`src/sv/assert_macros.svh`:
```
// Assertion macros shared by the splitter RTL.
// Depends on nothing; the bodies are empty when SYNTHESIS is defined.
`ifndef ASSERT_MACROS_SVH
`define ASSERT_MACROS_SVH
`ifndef SYNTHESIS
`define JTAS_ASSERT_IMP(label, clk, rst_n, prop, msg) \
    label: assert property (@(posedge clk) disable iff (!rst_n) prop) else $error(msg);
`define JTAS_ASSERT_NEVER(label, clk, rst_n, cond, msg) \
    label: assert property (@(posedge clk) disable iff (!rst_n) !(cond)) else $error(msg);
`else
`define JTAS_ASSERT_IMP(label, clk, rst_n, prop, msg)
`define JTAS_ASSERT_NEVER(label, clk, rst_n, cond, msg)
`endif
`endif

```
`src/sv/jtas_pkg.sv`:
```
// Types, constants and key tables for the tracks array object splitter.
// Depends on nothing.
package jtas_pkg;

    localparam int DEPTH_BITS = 8;
    localparam int KEY_LEN    = 8;
    localparam int POS_BITS   = $clog2(KEY_LEN);

    localparam logic [7:0] CH_QUOTE   = 8'h22;
    localparam logic [7:0] CH_BSLASH  = 8'h5C;
    localparam logic [7:0] CH_LBRACE  = 8'h7B;
    localparam logic [7:0] CH_RBRACE  = 8'h7D;
    localparam logic [7:0] CH_LBRACK  = 8'h5B;
    localparam logic [7:0] CH_RBRACK  = 8'h5D;

    localparam logic [DEPTH_BITS-1:0] DEPTH_MAX = {DEPTH_BITS{1'b1}};

    typedef enum logic [2:0] {
        PH_SEEK_RESULT  = 3'd0,
        PH_WAIT_BRACE   = 3'd1,
        PH_SEEK_TRACKS  = 3'd2,
        PH_WAIT_BRACKET = 3'd3,
        PH_IN_ARRAY     = 3'd4,
        PH_CAPTURE      = 3'd5
    } t_phase;

    typedef enum logic {
        KEY_RESULT = 1'b0,
        KEY_TRACKS = 1'b1
    } t_key_sel;

    typedef struct packed {
        logic       valid;
        logic [7:0] data;
        logic       start;
        logic       last;
        logic       err;
    } t_step_res;

    function automatic logic [7:0] key_char(input t_key_sel sel,
                                            input logic [POS_BITS-1:0] pos);
        logic [7:0] ch;
        ch = CH_QUOTE;
        case (pos)
            3'd1: ch = (sel == KEY_TRACKS) ? 8'h74 : 8'h72;
            3'd2: ch = (sel == KEY_TRACKS) ? 8'h72 : 8'h65;
            3'd3: ch = (sel == KEY_TRACKS) ? 8'h61 : 8'h73;
            3'd4: ch = (sel == KEY_TRACKS) ? 8'h63 : 8'h75;
            3'd5: ch = (sel == KEY_TRACKS) ? 8'h6B : 8'h6C;
            3'd6: ch = (sel == KEY_TRACKS) ? 8'h73 : 8'h74;
            default: ch = CH_QUOTE;
        endcase
        return ch;
    endfunction

endpackage

```
`src/sv/jtas_key_match.sv`:
```
// Next-position logic for one quoted key matcher with the simple restart rule.
// Depends on jtas_pkg.
module jtas_key_match
    import jtas_pkg::*;
(
    input  t_key_sel            i_sel,
    input  logic [POS_BITS-1:0] i_pos,
    input  logic [7:0]          i_byte,
    output logic [POS_BITS-1:0] o_pos,
    output logic                o_done
);

    always_comb begin
        o_done = 1'b0;
        if (i_byte == key_char(i_sel, i_pos)) begin
            if (i_pos == POS_BITS'(KEY_LEN - 1)) begin
                o_pos  = '0;
                o_done = 1'b1;
            end else begin
                o_pos = i_pos + POS_BITS'(1);
            end
        end else if (i_byte == CH_QUOTE) begin
            o_pos = POS_BITS'(1);
        end else begin
            o_pos = '0;
        end
    end

endmodule

```
`src/sv/jtas_step.sv`:
```
// Parser state and the per-word step logic of the splitter.
// Depends on jtas_pkg and jtas_key_match.
module jtas_step
    import jtas_pkg::*;
(
    input  logic       i_clk,
    input  logic       i_rst_n,
    input  logic       i_fire,
    input  logic [7:0] i_byte,
    output t_step_res  o_res
);

    t_phase                r_phase, n_phase;
    logic [POS_BITS-1:0]   r_res_pos, n_res_pos;
    logic [POS_BITS-1:0]   r_trk_pos, n_trk_pos;
    logic [DEPTH_BITS-1:0] r_depth, n_depth;
    logic                  r_in_str, n_in_str;
    logic                  r_esc, n_esc;

    logic [POS_BITS-1:0]   res_pos_next, trk_pos_next;
    logic                  res_done, trk_done;
    logic [DEPTH_BITS-1:0] depth_dec;

    jtas_key_match u_res_match (
        .i_sel  (KEY_RESULT),
        .i_pos  (r_res_pos),
        .i_byte (i_byte),
        .o_pos  (res_pos_next),
        .o_done (res_done)
    );

    jtas_key_match u_trk_match (
        .i_sel  (KEY_TRACKS),
        .i_pos  (r_trk_pos),
        .i_byte (i_byte),
        .o_pos  (trk_pos_next),
        .o_done (trk_done)
    );

    assign depth_dec = (r_depth != '0) ? r_depth - DEPTH_BITS'(1) : r_depth;

    always_comb begin
        n_phase   = r_phase;
        n_res_pos = r_res_pos;
        n_trk_pos = r_trk_pos;
        n_depth   = r_depth;
        n_in_str  = r_in_str;
        n_esc     = r_esc;
        case (r_phase)
            PH_WAIT_BRACE: begin
                if (i_byte == CH_LBRACE) begin
                    n_phase = PH_SEEK_TRACKS;
                end
            end
            PH_SEEK_TRACKS: begin
                n_trk_pos = trk_pos_next;
                if (trk_done) begin
                    n_phase = PH_WAIT_BRACKET;
                end
            end
            PH_WAIT_BRACKET: begin
                if (i_byte == CH_LBRACK) begin
                    n_phase = PH_IN_ARRAY;
                end
            end
            PH_IN_ARRAY: begin
                if (i_byte == CH_RBRACK) begin
                    n_phase = PH_SEEK_TRACKS;
                end else if (i_byte == CH_LBRACE) begin
                    n_phase  = PH_CAPTURE;
                    n_depth  = DEPTH_BITS'(1);
                    n_in_str = 1'b0;
                    n_esc    = 1'b0;
                end
            end
            PH_CAPTURE: begin
                if (r_in_str) begin
                    if (r_esc) begin
                        n_esc = 1'b0;
                    end else if (i_byte == CH_BSLASH) begin
                        n_esc = 1'b1;
                    end else if (i_byte == CH_QUOTE) begin
                        n_in_str = 1'b0;
                    end
                end else if (i_byte == CH_QUOTE) begin
                    n_in_str = 1'b1;
                end else if (i_byte == CH_LBRACE) begin
                    if (r_depth != DEPTH_MAX) begin
                        n_depth = r_depth + DEPTH_BITS'(1);
                    end
                end else if (i_byte == CH_RBRACE) begin
                    n_depth = depth_dec;
                    if (depth_dec == '0) begin
                        n_phase  = PH_IN_ARRAY;
                        n_in_str = 1'b0;
                        n_esc    = 1'b0;
                    end
                end
            end
            default: begin
                n_res_pos = res_pos_next;
                n_phase   = res_done ? PH_WAIT_BRACE : PH_SEEK_RESULT;
            end
        endcase
    end

    always_comb begin
        o_res.data  = i_byte;
        o_res.valid = 1'b0;
        o_res.start = 1'b0;
        o_res.last  = 1'b0;
        o_res.err   = 1'b0;
        case (r_phase)
            PH_IN_ARRAY: begin
                if (i_byte == CH_LBRACE) begin
                    o_res.valid = 1'b1;
                    o_res.start = 1'b1;
                end
            end
            PH_CAPTURE: begin
                o_res.valid = 1'b1;
                if (!r_in_str) begin
                    o_res.err  = (i_byte == CH_LBRACE) && (r_depth == DEPTH_MAX);
                    o_res.last = (i_byte == CH_RBRACE) && (depth_dec == '0);
                end
            end
            default: begin
                o_res.valid = 1'b0;
            end
        endcase
    end

    always_ff @(posedge i_clk) begin
        if (!i_rst_n) begin
            r_phase   <= PH_SEEK_RESULT;
            r_res_pos <= '0;
            r_trk_pos <= '0;
            r_depth   <= '0;
            r_in_str  <= 1'b0;
            r_esc     <= 1'b0;
        end else if (i_fire) begin
            r_phase   <= n_phase;
            r_res_pos <= n_res_pos;
            r_trk_pos <= n_trk_pos;
            r_depth   <= n_depth;
            r_in_str  <= n_in_str;
            r_esc     <= n_esc;
        end
    end

endmodule

```
`src/sv/json_tracks_array_object_splitter.sv`:
```
// Top level of the tracks array object splitter: input and result registers.
// Depends on jtas_pkg, jtas_step and assert_macros.svh.
//
//   channel | direction | handshake           | payload
//   --------+-----------+---------------------+---------------------------------------
//   input   | in        | i_valid / o_stall   | i_data_byte
//   result  | out       | o_valid / i_stall   | o_object_byte, o_object_start,
//           |           |                     | o_object_end, o_depth_error
//
// One word is taken per cycle while o_stall is low; a word waits in the input register
// and its result, if any, is written to the result register when the word leaves it.
// The parser state advances once per word, which sets the rate of one per cycle unless the result side stalls.
// Reset is synchronous and active low and returns the parser to the result key search.
// A stall on the result side holds the result register and, once the input
// register is also full, raises o_stall.
`include "assert_macros.svh"

module json_tracks_array_object_splitter
    import jtas_pkg::*;
(
    input  logic       i_clk,
    input  logic       i_rst_n,
    input  logic       i_valid,
    output logic       o_stall,
    input  logic [7:0] i_data_byte,
    output logic       o_valid,
    input  logic       i_stall,
    output logic [7:0] o_object_byte,
    output logic       o_object_start,
    output logic       o_object_end,
    output logic       o_depth_error
);

    logic       r_in_valid, n_in_valid;
    logic [7:0] r_in_byte;
    logic       r_out_valid, n_out_valid;
    t_step_res  r_out;
    t_step_res  step_res;
    logic       out_free, fire, accept;

    assign out_free = !r_out_valid || !i_stall;
    assign fire     = r_in_valid && out_free;
    assign o_stall  = r_in_valid && !fire;
    assign accept   = i_valid && !o_stall;

    jtas_step u_step (
        .i_clk   (i_clk),
        .i_rst_n (i_rst_n),
        .i_fire  (fire),
        .i_byte  (r_in_byte),
        .o_res   (step_res)
    );

    always_comb begin
        n_in_valid = r_in_valid;
        if (accept) begin
            n_in_valid = 1'b1;
        end else if (fire) begin
            n_in_valid = 1'b0;
        end
        n_out_valid = fire ? step_res.valid : (r_out_valid && i_stall);
    end

    always_ff @(posedge i_clk) begin
        if (!i_rst_n) begin
            r_in_valid  <= 1'b0;
            r_out_valid <= 1'b0;
        end else begin
            r_in_valid  <= n_in_valid;
            r_out_valid <= n_out_valid;
        end
    end

    always_ff @(posedge i_clk) begin
        if (accept) begin
            r_in_byte <= i_data_byte;
        end
        if (fire && step_res.valid) begin
            r_out <= step_res;
        end
    end

    assign o_valid        = r_out_valid;
    assign o_object_byte  = r_out.data;
    assign o_object_start = r_out.start;
    assign o_object_end   = r_out.last;
    assign o_depth_error  = r_out.err;

    `JTAS_ASSERT_IMP(a_start_brace, i_clk, i_rst_n, o_valid && o_object_start |-> o_object_byte == CH_LBRACE, "start mark on a byte other than an opening brace")
    `JTAS_ASSERT_IMP(a_end_brace, i_clk, i_rst_n, o_valid && o_object_end |-> o_object_byte == CH_RBRACE, "end mark on a byte other than a closing brace")
    `JTAS_ASSERT_IMP(a_err_brace, i_clk, i_rst_n, o_valid && o_depth_error |-> o_object_byte == CH_LBRACE && !o_object_start, "depth error on a byte that cannot nest")
    `JTAS_ASSERT_NEVER(a_stall_empty, i_clk, i_rst_n, o_stall && !r_in_valid, "input stalled while the input register is empty")

endmodule

```
`config.mk`:
```
export PLATFORM = sky130hd
export DESIGN_NAME = json_tracks_array_object_splitter
export DESIGN_NICKNAME = d
export VERILOG_FILES = /design/src/sv/jtas_pkg.sv /design/src/sv/jtas_key_match.sv /design/src/sv/jtas_step.sv /design/src/sv/json_tracks_array_object_splitter.sv
export VERILOG_INCLUDE_DIRS = /design/src /design/src/sv
export SDC_FILE = /design/constraint.sdc
export NUM_CORES = 1
export LEC_CHECK = 0
export BUFFER_PORTS_ARGS = -buffer_cell sky130_fd_sc_hd__buf_2
export CAP_MARGIN = 20
export CORE_ASPECT_RATIO = 1.5
export CORE_MARGIN = 4
export CORE_UTILIZATION = 40
export DETAILED_ROUTE_END_ITERATION = 10
export PLACE_DENSITY = 0.56
export SYNTH_ARGS = -nofsm -noshare
export SYNTH_HDL_FRONTEND = slang
export SYNTH_HIERARCHICAL = 1
export SYNTH_SLANG_ARGS = --single-unit
```
`constraint.sdc`:
```
create_clock -name i_clk -period 2.9 [get_ports i_clk]
set_clock_uncertainty 0.1 [all_clocks]
set_input_delay 0.58 -clock i_clk [delete_from_list [all_inputs] [get_ports i_clk]]
set_output_delay 0.58 -clock i_clk [all_outputs]
set_load 0.005 [all_outputs]
```
==> implementation parameters, run 1 <==
Parameter                              Value

Layout
  Inserted Diodes ... 0
  Post-route cell area ... 3710 sq um
  Number of non-filler instances in the completed layout ... 481
  Layout cells sized above 1 ... 26.9%
  NumNets Final ... 405
  Layout filler cell count ... 756
  Layout overhead on the synthesized area ... 18.3%

Setup path
  Critical Setup Path Class ... reg -> reg
  Endpoint kind of the worst setup timing path ... flop
  Data required time at the worst endpoint ... 3.01 ns
  Critical-path maximum fanout ... 4
  Data arrival at the endpoint of the critical path ... 3.02 ns
  Kind of launch point of the worst setup path ... flop

Synth
  Syn Nets ... 376
  Register area share after synthesis ... 31.6%
  Post-synthesis cell type with the largest combined area ... sky130_fd_sc_hd__edfxtp_1
  Count of flip-flops with a built-in enable after synthesis ... 19
  Flip-flop and latch count after synthesis ... 40
  Synth top area share ... 18.2%
  Largest cells by area after synthesis ... sky130_fd_sc_hd__edfxtp_1 18%, sky130_fd_sc_hd__dfxtp_1 13%, sky130_fd_sc_hd__ha_1 6.0%
  Synthesized cell area ... 3140 sq um
  Most used flip-flop cell after synthesis ... sky130_fd_sc_hd__dfxtp_1
  Count of distinct cell types in the synthesized netlist ... 69
  Gate Count Post-Synth ... 349
  Fraction of synthesis flops using an asynchronous set or reset pin ... 0%
  Synth Warn # ... 6
  Synth Area per Inst ... 9.00 sq um
  Cell with the most instances after synthesis ... sky130_fd_sc_hd__nand2_1
  List of most frequent post-synthesis cells ... 26 x sky130_fd_sc_hd__nand2_1, 25 x sky130_fd_sc_hd__nor2_1, 21 x sky130_fd_sc_hd__dfxtp_1

Floorplanning
  Number of top-level pins ... 25
  Horizontal extent of the die ... 80.3 um
  Number of core rows ... 39
  Die ar. ... 9360 sq um
  Y dimension of the die ... 117 um
  Placeable Area ... 7610 sq um
  Effective utilization at floorplan ... 41.3%

Global route
  Global-route track usage on met2 ... 35.0%
  Met3 Track Usage GR ... 2.70%
  Met1 track demand over resource ... 18.9%
  Maximum number of pins on one net before global-route repair ... 17
  Vias in the first global route ... 2683
  Global-route wire length before repair ... 13.0 mm
  Top Usage Layer GRT ... met2
  Combined global-route utilization of all metal layers ... 17.8%
  Remaining global-route overflow ... 0
  Antenna violations before repair ... 0

Placement
  Final HPWL DP ... 5.86 mm
  Inst Count DP ... 471
  Number of port buffers ... 24
  RePlAce Congestion ... 0.863
  Placement Cell Area ... 3430 sq um

Route
  Iteration-0 DRC Markers ... 120
  Post-detailed-route DRC marker count ... 0
  Residual antenna-violating net count after detailed routing ... 0
  Detail-routed net length per standard cell ... 16.2 um
  Via total after detailed routing ... 2669
  Mean number of vias per cell ... 5.55
  Routed wire length ... 7.80 mm
  Number of iterations in the first detailed-routing pass ... 4

Status
  Violated checks ... setup timing
  Outcome ... finished with violations

Timing
  Final setup violation count ... 1
  Peak clock frequency supported by timing ... 344 MHz
  Final Hold Slack ... 0.366 ns
  Tightest Pin Transition ... 0.724 ns
  Worst slew margin relative to its limit ... 51.7%
  RSZ-0062 raised after global routing ... yes
  Final worst-path setup slack ... -0.00674 ns
  Fin. max-slew vios ... 0
  Min Tclk post-route ... 2.91 ns
  Final-report hold violation count ... 0
  Final cycle utilization of the critical path ... 100%

Clock network
  Register clock-pin slew on the reported worst setup and hold paths ... 0.06 ns
  Clock sinks ... 40
  Maximum count of clock buffers along a single path ... 2
  Number of clock buffers inserted by TritonCTS ... 5
  Number of H-tree levels ... 2
  Cell chosen for the clock root ... sky130_fd_sc_hd__clkbuf_16
  TritonCTS clock tree ... done
  Clock latency on the worst-skew pair ... 0.29 ns
  Hold buffer count at cts ... 0

Power
  Worst vdd ir ... 0.306 mV
  Leakage power summed over all cells ... 1.35 nW
  Power density relative to cell area ... 360 nW/um^2
  Power consumption ... 0.00134 W

Flow run
  Max-cap check violation count ... 0

Worst hold path
  Class of the most critical hold timing path ... in -> reg
==> cells in the final DEF, fill, tap and decap left out, types with 3 or more instances in the layout <==
cell type / instances
sky130_fd_sc_hd__a311oi_1: 3
sky130_fd_sc_hd__a21oi_1: 16
sky130_fd_sc_hd__o22ai_1: 6
sky130_fd_sc_hd__inv_1: 13
sky130_fd_sc_hd__nor3_1: 7
sky130_fd_sc_hd__nand4_1: 5
sky130_fd_sc_hd__a21o_1: 3
sky130_fd_sc_hd__nor4_4: 3
sky130_fd_sc_hd__or4_1: 3
sky130_fd_sc_hd__nand2b_1: 13
sky130_fd_sc_hd__nor4_1: 10
sky130_fd_sc_hd__ha_4: 5
sky130_fd_sc_hd__and2_1: 8
sky130_fd_sc_hd__buf_4: 26
sky130_fd_sc_hd__inv_2: 3
sky130_fd_sc_hd__edfxtp_1: 19
sky130_fd_sc_hd__a221oi_1: 3
sky130_fd_sc_hd__nor2b_1: 7
sky130_fd_sc_hd__and4b_1: 4
sky130_fd_sc_hd__clkbuf_16: 5
sky130_fd_sc_hd__o21ai_0: 11
sky130_fd_sc_hd__dfxtp_1: 17
sky130_fd_sc_hd__mux2i_1: 10
sky130_fd_sc_hd__buf_2: 24
sky130_fd_sc_hd__nand3_1: 9
sky130_fd_sc_hd__o31ai_1: 3
sky130_fd_sc_hd__ha_1: 9
sky130_fd_sc_hd__a31oi_1: 6
sky130_fd_sc_hd__nor2_1: 25
sky130_fd_sc_hd__nor3b_1: 4
sky130_fd_sc_hd__nand2_1: 26
sky130_fd_sc_hd__xnor2_1: 8
==> final timing paths <==
kind | startpoint | endpoint | slack (ns) | cells after the start
setup / recovery | u_step/r_trk_pos[0] | u_step/r_phase[2] | -0.007 | 13
hold / removal | i_data_byte[4] | r_in_byte[4] | 0.37 | 1
setup reg to reg | u_step/r_trk_pos[0] | u_step/r_phase[2] | -0.007 | 13
hold reg to reg | u_step/r_esc | u_step/r_esc | 0.40 | 2
==> where the power goes <==
| part | leakage, nW | total [W] | internal, W | switching [W] |
|---|---|---|---|---|
| sequential | 0.343 | 0.000609 | 0.000596 | 0.0000123 |
| combinational | 0.924 | 0.0000822 | 0.0000368 | 0.0000454 |
| clock | 0.0840 | 0.000647 | 0.000409 | 0.000238 |
==> metal layers <==
layer,up-vias,part of all wire [%]
li1,1342,-
met1,1290,40
met2,31,57
met3,6,2.2
met4,0,1.3
met5,-,0
==> stage by stage <==
step | util [%] | setup WS [ns] | setup TNS [ns]
after floorplan | - | 0.0185 | 0
after detailed placement | 45.0 | -0.233 | -0.551
after global placement | 45.0 | -0.140 | -0.280
after CTS | 48.5 | 0.0113 | 0
final | 48.8 | -0.00674 | -0.00674
after global routing | 48.8 | -0.120 | -0.320
==> flip-flops by register name, summed over array words and instances, names as in the netlist <==
register and flops:
o_object_byte 8, r_in_byte 8, u_step/r_depth 8, u_step/r_phase 3
u_step/r_res_pos 3, u_step/r_trk_pos 3, o_depth_error 1, o_object_end 1
o_object_start 1, o_valid 1, r_in_valid 1, u_step/r_esc 1
u_step/r_in_str 1
==> repair_timing <==
item / 4_1_cts / 5_1_grt
setup buffers: 2 / 0
resized for setup: 16 / 9
hold endpoints to repair: 0 / 0
setup endpoints to repair: 3 / 4
pin swaps: 5 / 1
gates cloned: 0 / 0
==> worst max-delay path, stage by stage, from the launching register on <==
cell                       delay (ns)
sky130_fd_sc_hd__dfxtp_4         0.37
sky130_fd_sc_hd__ha_4            0.17
sky130_fd_sc_hd__ha_4            0.18
sky130_fd_sc_hd__nor4b_4         0.26
sky130_fd_sc_hd__a311oi_2        0.08
sky130_fd_sc_hd__xnor2_1         0.15
sky130_fd_sc_hd__nand2_1         0.12
sky130_fd_sc_hd__nor4_4          0.28
sky130_fd_sc_hd__and2_4          0.18
sky130_fd_sc_hd__a21oi_2         0.05
sky130_fd_sc_hd__a221oi_2        0.23
sky130_fd_sc_hd__buf_4           0.18
sky130_fd_sc_hd__or3b_1          0.34
sky130_fd_sc_hd__a31oi_1         0.15
==> cells by family after synthesis <==
family                   after synthesis  share of synthesized area (%)
adder cells (fa/ha/maj)               15                           5.98
buffers and inverters                 45                           7.77
flip-flops                            40                           31.6
other                                  2                          0.239
AND/OR/NAND/NOR                      143                           27.7
AO/OA/AOI/OAI                         81                           19.7
multiplexers                          13                           4.26
XOR/XNOR                              10                           2.79
==> area by class of cell <==
cell class                      count  area (sq um)  area share (%)
Multi-Input combinational cell    264          2020            54.3
Sequential cell                    40          1000            26.9
Timing Repair Buffer               51           335            9.03
Tap cell                          102           128            3.44
Clock buffer                        5           125            3.37
Inverter                           16          60.1            1.62
Clock inverter                      3          47.5            1.28
Note: power is estimated with default switching activity, not from simulation.
==> run 2: changes to the inputs <==
--- a/config.mk
+++ b/config.mk
@@ -6,6 +6,7 @@
 export SDC_FILE = /design/constraint.sdc
 export NUM_CORES = 1
 export LEC_CHECK = 0
+export ABC_AREA = 1
 export BUFFER_PORTS_ARGS = -buffer_cell sky130_fd_sc_hd__buf_2
 export CAP_MARGIN = 20
 export CORE_ASPECT_RATIO = 1.5
==> run 2 against run 1 <==
  * The flow now finishes without violations
  * Critical path depth rose by 2
  * Count of clock-buffer cells in the layout increased by 3
  * Sequential cell count unchanged
  * Wire length grew 0.64%
  * First-iteration DRC count decreased by 19%
  * Hold slack improved by 0.0056 ns
  * Synthesized cell count is 42% higher
  * Maximum frequency increased by 15%
  * Die area rose by 5.7%
  * Global-route usage is 0.63 points lower
==> implementation parameters, run 2 <==
Parameter                              Value

Synth
  List of most frequent post-synthesis cells ... 123 x sky130_fd_sc_hd__nand2_1, 65 x sky130_fd_sc_hd__nor2_1, 62 x sky130_fd_sc_hd__inv_1
  Count of flip-flops with a built-in enable after synthesis ... 19
  Synth Warn # ... 6
  Post-synthesis cell type with the largest combined area ... sky130_fd_sc_hd__edfxtp_1
  Flip-flop and latch count after synthesis ... 40
  Synthesized cell area ... 3340 sq um
  Largest cells by area after synthesis ... sky130_fd_sc_hd__edfxtp_1 17%, sky130_fd_sc_hd__nand2_1 14%, sky130_fd_sc_hd__dfxtp_1 13%
  Syn Nets ... 521
  Register area share after synthesis ... 29.7%
  Fraction of synthesis flops using an asynchronous set or reset pin ... 0%
  Cell with the most instances after synthesis ... sky130_fd_sc_hd__nand2_1
  Synth Area per Inst ... 6.75 sq um
  Gate Count Post-Synth ... 494
  Count of distinct cell types in the synthesized netlist ... 39
  Synth top area share ... 17.1%
  Most used flip-flop cell after synthesis ... sky130_fd_sc_hd__dfxtp_1

Placement
  Final HPWL DP ... 6.31 mm
  Number of port buffers ... 24
  RePlAce Congestion ... 0.865

Worst hold path
  Class of the most critical hold timing path ... in -> reg

Route
  WL met3 ... 264 um
  Iteration-0 DRC Markers ... 97
  Wire length on met1 ... 3.06 mm
  Post-detailed-route DRC marker count ... 0
  Mean number of vias per cell ... 4.94
  Number of iterations in the first detailed-routing pass ... 4
  Highest Signal Layer ... met4
  Via total after detailed routing ... 3029
  Total met2 wirelength after detailed routing ... 4.29 mm
  Routed wire length ... 7.85 mm
  Residual antenna-violating net count after detailed routing ... 0
  Detail-routed net length per standard cell ... 12.8 um

Layout
  Inserted Diodes ... 0
  NumNets Final ... 534
  Most common cell after layout, fill and taps aside ... sky130_fd_sc_hd__nand2_1
  Multi-input logic area ... 1920 sq um
  Layout filler cell count ... 857
  Top library cells by usage in the layout, fill and taps aside ... 123 x sky130_fd_sc_hd__nand2_1, 65 x sky130_fd_sc_hd__nor2_1, 62 x sky130_fd_sc_hd__inv_1
  Sequential cell area ... 991 sq um
  Layout overhead on the synthesized area ... 9.23%
  Layout cells sized above 1 ... 17.1%

Floorplanning
  Placeable Area ... 8060 sq um
  Die ar. ... 9890 sq um
  Y dimension of the die ... 120 um
  Number of top-level pins ... 25
  Number of core rows ... 40
  Effective utilization at floorplan ... 41.4%
  Horizontal extent of the die ... 82.6 um

Clock network
  Maximum count of clock buffers along a single path ... 2
  Hold buffer count at cts ... 0
  TritonCTS clock tree ... done
  Clock latency on the worst-skew pair ... 0.28 ns
  Number of clock buffers inserted by TritonCTS ... 5
  Cell chosen for the clock root ... sky130_fd_sc_hd__clkbuf_16
  Register clock-pin slew on the reported worst setup and hold paths ... 0.06 ns
  Cells resized by post-CTS repair ... 0
  Number of H-tree levels ... 2
  Clock sinks ... 40
  Buffers inserted by post-CTS timing repair ... 0

Setup path
  Data required time at the worst endpoint ... 2.98 ns
  Critical Setup Path Class ... reg -> reg
  Data arrival at the endpoint of the critical path ... 2.60 ns
  Kind of launch point of the worst setup path ... flop
  Endpoint kind of the worst setup timing path ... flop
  Critical-path maximum fanout ... 10
  Reg-to-reg setup timing slack ... 0.38 ns

Timing
  RSZ-0062 raised after global routing ... no
  Peak clock frequency supported by timing ... 397 MHz
  Final-report hold violation count ... 0
  Min Tclk post-route ... 2.52 ns
  Final cycle utilization of the critical path ... 86.8%
  Final setup violation count ... 0
  Fin. max-slew vios ... 0
  Final setup TNS ... 0 ns

Power
  Power density relative to cell area ... 389 nW/um^2
  Power consumption ... 0.00142 W
  Leakage power summed over all cells ... 1.71 nW
  Worst vdd ir ... 0.244 mV

Global route
  Global-route wire length before repair ... 13.2 mm
  Maximum number of pins on one net before global-route repair ... 14
  Remaining global-route overflow ... 0
  Antenna violations before repair ... 0
  Vias in the first global route ... 2885
  Combined global-route utilization of all metal layers ... 17.2%

Status
  Outcome ... finished, final reports clean

Flow run
  Max-cap check violation count ... 0
[run 2: cell types whose count changed in the layout (fill, tap and decap cells not counted), sizes merged, moves of 8 or more]
cell	change
a21oi	-9
and2	-10
inv	+58
nand3	+45
nand2b	-13
nor2	+56
buf	-25
mux2i	-10
nand2	+110
nor4	-8
[run 2: cells by family (layout without fill, tap and decap cells)]
family                     Yosys count  in the layout  share of synthesized area [%]
DFF                                 40             40                           29.7
buffers and inverters               95            109                           12.7
other                                2              2                          0.225
and+or+nand+nor                    298            298                           43.1
AOI/OAI and AO/OA                   37             37                           6.75
xor gates and xnor gates             7              7                           1.84
adders and majority gates           15             15                           5.63
[run 2: final cells by class]
type                            instances  area share (%)
Sequential cell                        40            27.2
Inverter                               75            7.86
Clock buffer                            8            4.91
Tap cell                              105            3.61
Timing Repair Buffer                   26            3.71
Multi-Input combinational cell        359            52.7
[run 2: final timing paths]
path | start | end | cells after the start
max | u_step/r_trk_pos[2] | u_step/r_phase[1] | 15
min | i_data_byte[3] | r_in_byte[3] | 1
max reg2reg | u_step/r_trk_pos[2] | u_step/r_phase[1] | 15
min reg2reg | u_step/r_res_pos[1] | u_step/r_res_pos[1] | 2
[run 2: critical path: stages (launching register included)]
cell                      delay (ns)
sky130_fd_sc_hd__dfxtp_1        0.59
sky130_fd_sc_hd__inv_4          0.08
sky130_fd_sc_hd__ha_1           0.22
sky130_fd_sc_hd__inv_1          0.09
sky130_fd_sc_hd__nand3_1        0.08
sky130_fd_sc_hd__nand2_1        0.07
sky130_fd_sc_hd__nand3_1        0.08
sky130_fd_sc_hd__nor2_1         0.12
sky130_fd_sc_hd__nand3_2        0.12
sky130_fd_sc_hd__nor3b_1        0.25
sky130_fd_sc_hd__o21ai_1        0.11
sky130_fd_sc_hd__nor2_1         0.09
sky130_fd_sc_hd__o21a_1         0.23
sky130_fd_sc_hd__nand3_1        0.10
sky130_fd_sc_hd__nand2_1        0.07
sky130_fd_sc_hd__nor2_1         0.04
[run 2: metal layers]
layer | track usage [%] | vias up
met5 | 0 | -
met4 | 7.57 | 0
met3 | 3.15 | 21
met2 | 32.2 | 56
met1 | 17.6 | 1362
li1 | - | 1590
[run 2: where the power goes]
part | total [W] | leakage [nW] | switching, W | internal [W]
Clock | 0.000640 | 0.0874 | 0.000216 | 0.000424
Combinational | 0.000146 | 1.26 | 0.0000948 | 0.0000508
Sequential | 0.000633 | 0.355 | 0.0000270 | 0.000606
[run 2: metrics by stage]
stage	setup slack (ns)	cell area [sq um]	utilization, %	std cells	hold slack, ns
after floorplan	0.728	3340	-	494	0.370
after detailed placement	0.407	3460	43.0	605	0.400
after global routing	0.0362	3640	45.2	613	0.370
final	0.382	3640	45.2	613	0.371
after CTS	0.397	3640	45.2	613	0.365
after global placement	0.461	3460	43.0	605	0.398
==> run 3: changes to the inputs <==
--- a/config.mk
+++ b/config.mk
@@ -13,7 +13,7 @@
 export CORE_MARGIN = 4
 export CORE_UTILIZATION = 40
 export DETAILED_ROUTE_END_ITERATION = 10
-export PLACE_DENSITY = 0.56
+export PLACE_DENSITY = 0.54
 export SYNTH_ARGS = -nofsm -noshare
 export SYNTH_HDL_FRONTEND = slang
 export SYNTH_HIERARCHICAL = 1
==> constraint.sdc (replaced) <==
create_clock -name i_clk -period 2.4 [get_ports i_clk]
set_clock_uncertainty 0.1 [all_clocks]
set_input_delay 0.48 -clock i_clk [delete_from_list [all_inputs] [get_ports i_clk]]
set_output_delay 0.48 -clock i_clk [all_outputs]
set_load 0.005 [all_outputs]
==> run 3 against run 2 <==
  * Total power up 13%
  * Sequential power up 20%
  * Worst setup slack worse by 0.28 ns
  * Critical path depth up 2
  * First-iteration DRC count up 37%
  * Wire length up 5.4%
  * Die area unchanged
  * Utilization up 0.89 points
  * Via count up 1.2%
  * Global-route usage up 0.88 points
==> implementation parameters, run 3 (same netlist as run 2, synthesis figures left out) <==
Parameter                              Value

Status
  Outcome ... finished, final reports clean

Floorplanning
  Die ar. ... 9890 sq um
  Horizontal extent of the die ... 82.6 um
  Placeable Area ... 8060 sq um
  Y dimension of the die ... 120 um
  Effective utilization at floorplan ... 41.4%
  Number of core rows ... 40
  Number of top-level pins ... 25

Clock network
  TritonCTS clock tree ... done
  Clock latency on the worst-skew pair ... 0.28 ns
  Buffers inserted by post-CTS timing repair ... 0
  Register clock-pin slew on the reported worst setup and hold paths ... 0.06 ns
  Cell chosen for the clock root ... sky130_fd_sc_hd__clkbuf_16
  Number of H-tree levels ... 2
  Number of clock buffers inserted by TritonCTS ... 5
  Maximum count of clock buffers along a single path ... 2
  Clock sinks ... 40

Setup path
  Endpoint kind of the worst setup timing path ... flop
  Kind of launch point of the worst setup path ... flop
  Critical Setup Path Class ... reg -> reg
  Data arrival at the endpoint of the critical path ... 2.36 ns
  Data required time at the worst endpoint ... 2.47 ns
  Critical-path maximum fanout ... 6

Global route
  Remaining global-route overflow ... 0
  Global-route wire length before repair ... 13.8 mm
  Combined global-route utilization of all metal layers ... 18.0%
  Maximum number of pins on one net before global-route repair ... 13
  Vias in the first global route ... 3050
  Antenna violations before repair ... 0

Route
  Mean number of vias per cell ... 4.92
  Detail-routed net length per standard cell ... 13.3 um
  Number of iterations in the first detailed-routing pass ... 5
  Via total after detailed routing ... 3064
  Post-detailed-route DRC marker count ... 0
  Routed wire length ... 8.27 mm
  Iteration-0 DRC Markers ... 133
  Residual antenna-violating net count after detailed routing ... 0

Timing
  Final-report hold violation count ... 0
  Final setup violation count ... 0
  Final worst-path setup slack ... 0.103 ns
  Final cycle utilization of the critical path ... 95.7%
  Peak clock frequency supported by timing ... 435 MHz
  Tightest Pin Transition ... 0.522 ns
  Fin. max-slew vios ... 0
  Min Tclk post-route ... 2.30 ns
  Final setup TNS ... 0 ns
  Worst slew margin relative to its limit ... 64.9%

Layout
  Inserted Diodes ... 0
  Most common cell after layout, fill and taps aside ... sky130_fd_sc_hd__nand2_1
  Top library cells by usage in the layout, fill and taps aside ... 122 x sky130_fd_sc_hd__nand2_1, 62 x sky130_fd_sc_hd__nor2_1, 59 x sky130_fd_sc_hd__inv_1
  Number of non-filler instances in the completed layout ... 623
  NumNets Final ... 544
  Layout cells sized above 1 ... 21.8%
  Layout filler cell count ... 870
  Layout overhead on the synthesized area ... 11.4%

Power
  Worst vdd ir ... 0.244 mV
  Power density relative to cell area ... 430 nW/um^2
  Leakage power summed over all cells ... 1.74 nW

Placement
  Inst Count DP ... 615
  Number of port buffers ... 24
  RePlAce Congestion ... 0.863
  Worst-case setup slack after placement ... 0.0452 ns
  Final HPWL DP ... 6.39 mm

Flow run
  Max-cap check violation count ... 0

Worst hold path
  Class of the most critical hold timing path ... in -> reg
[run 3: changes by cell type in the layout (fill, tap and decap cells not counted), sizes merged]
cell    previous run  this run
buf               26        36
clkbuf             8         5
clkinv             1         4
[run 3: final cells by class]
cell class / count / area [sq um] / share of cell area (%)
timing repair buffer: 36 / 210 / 5.66
clock buffer: 5 / 125 / 3.37
clock inverter: 3 / 13.8 / 0.370
tap: 105 / 131 / 3.54
multi-input combinational: 359 / 1950 / 52.5
inverter: 75 / 287 / 7.71
sequential: 40 / 996 / 26.8
[run 3: stage by stage]
step / instance area [sq um] / hold slack [ns] / utilization, % / total power, W
global placement: 3540 / 0.393 / 43.9 / 0.000965
detailed placement: 3540 / 0.397 / 43.9 / 0.000967
global route: 3710 / 0.261 / 46.1 / 0.00169
CTS: 3680 / 0.264 / 45.7 / 0.00162
floorplan: 3340 / 0.370 / - / 0.000918
finish: 3710 / 0.271 / 46.1 / 0.00160
[run 3: where the power goes]
| group | internal (W) | leakage, nW | switching [W] |
|---|---|---|---|
| Combinational | 0.0000720 | 1.31 | 0.000129 |
| Clock | 0.000378 | 0.0710 | 0.000263 |
| Sequential | 0.000731 | 0.356 | 0.0000266 |
| Total | 0.00118 | 1.74 | 0.000418 |
[run 3: timing repair]
| action | 4_1_cts | 5_1_grt |
|---|---|---|
| hold buffers | 0 | 0 |
| gates resized for setup | 1 | 16 |
| endpoints found under the setup margin | 1 | 4 |
| pin swaps | 0 | 1 |
[run 3: critical path: stages, from the launching register on]
cell                      delay, ns
sky130_fd_sc_hd__dfxtp_4       0.36
sky130_fd_sc_hd__inv_2         0.06
sky130_fd_sc_hd__ha_2          0.18
sky130_fd_sc_hd__buf_4         0.13
sky130_fd_sc_hd__nand3_1       0.09
sky130_fd_sc_hd__nand2_1       0.13
sky130_fd_sc_hd__inv_1         0.07
sky130_fd_sc_hd__nand2_1       0.06
sky130_fd_sc_hd__nand2_1       0.04
sky130_fd_sc_hd__nand2_1       0.08
sky130_fd_sc_hd__nand3_2       0.09
sky130_fd_sc_hd__nor3b_2       0.20
sky130_fd_sc_hd__o21ai_1       0.09
sky130_fd_sc_hd__nor2_1        0.09
sky130_fd_sc_hd__o21a_2        0.20
sky130_fd_sc_hd__nand3_1       0.10
sky130_fd_sc_hd__nand2_1       0.07
sky130_fd_sc_hd__nor2_1        0.04
[run 3: final timing paths]
kind | from | end | slack, ns | cells past startpoint
worst max register to register | u_step/r_trk_pos[0] | u_step/r_phase[2] | 0.10 | 17
worst min-delay path | i_data_byte[6] | r_in_byte[6] | 0.27 | 1
worst max-delay path | u_step/r_trk_pos[0] | u_step/r_phase[2] | 0.10 | 17
worst min register to register | u_step/r_res_pos[1] | u_step/r_res_pos[1] | 0.41 | 2
[run 3: per-layer routing]
layer  wire [um]  track usage (%)  part of all wire (%)
met1        3320             18.7                    40
met2        4560             34.5                    55
met3         239             2.93                   2.9
met4         153             6.75                   1.8
met5           0                0                     0
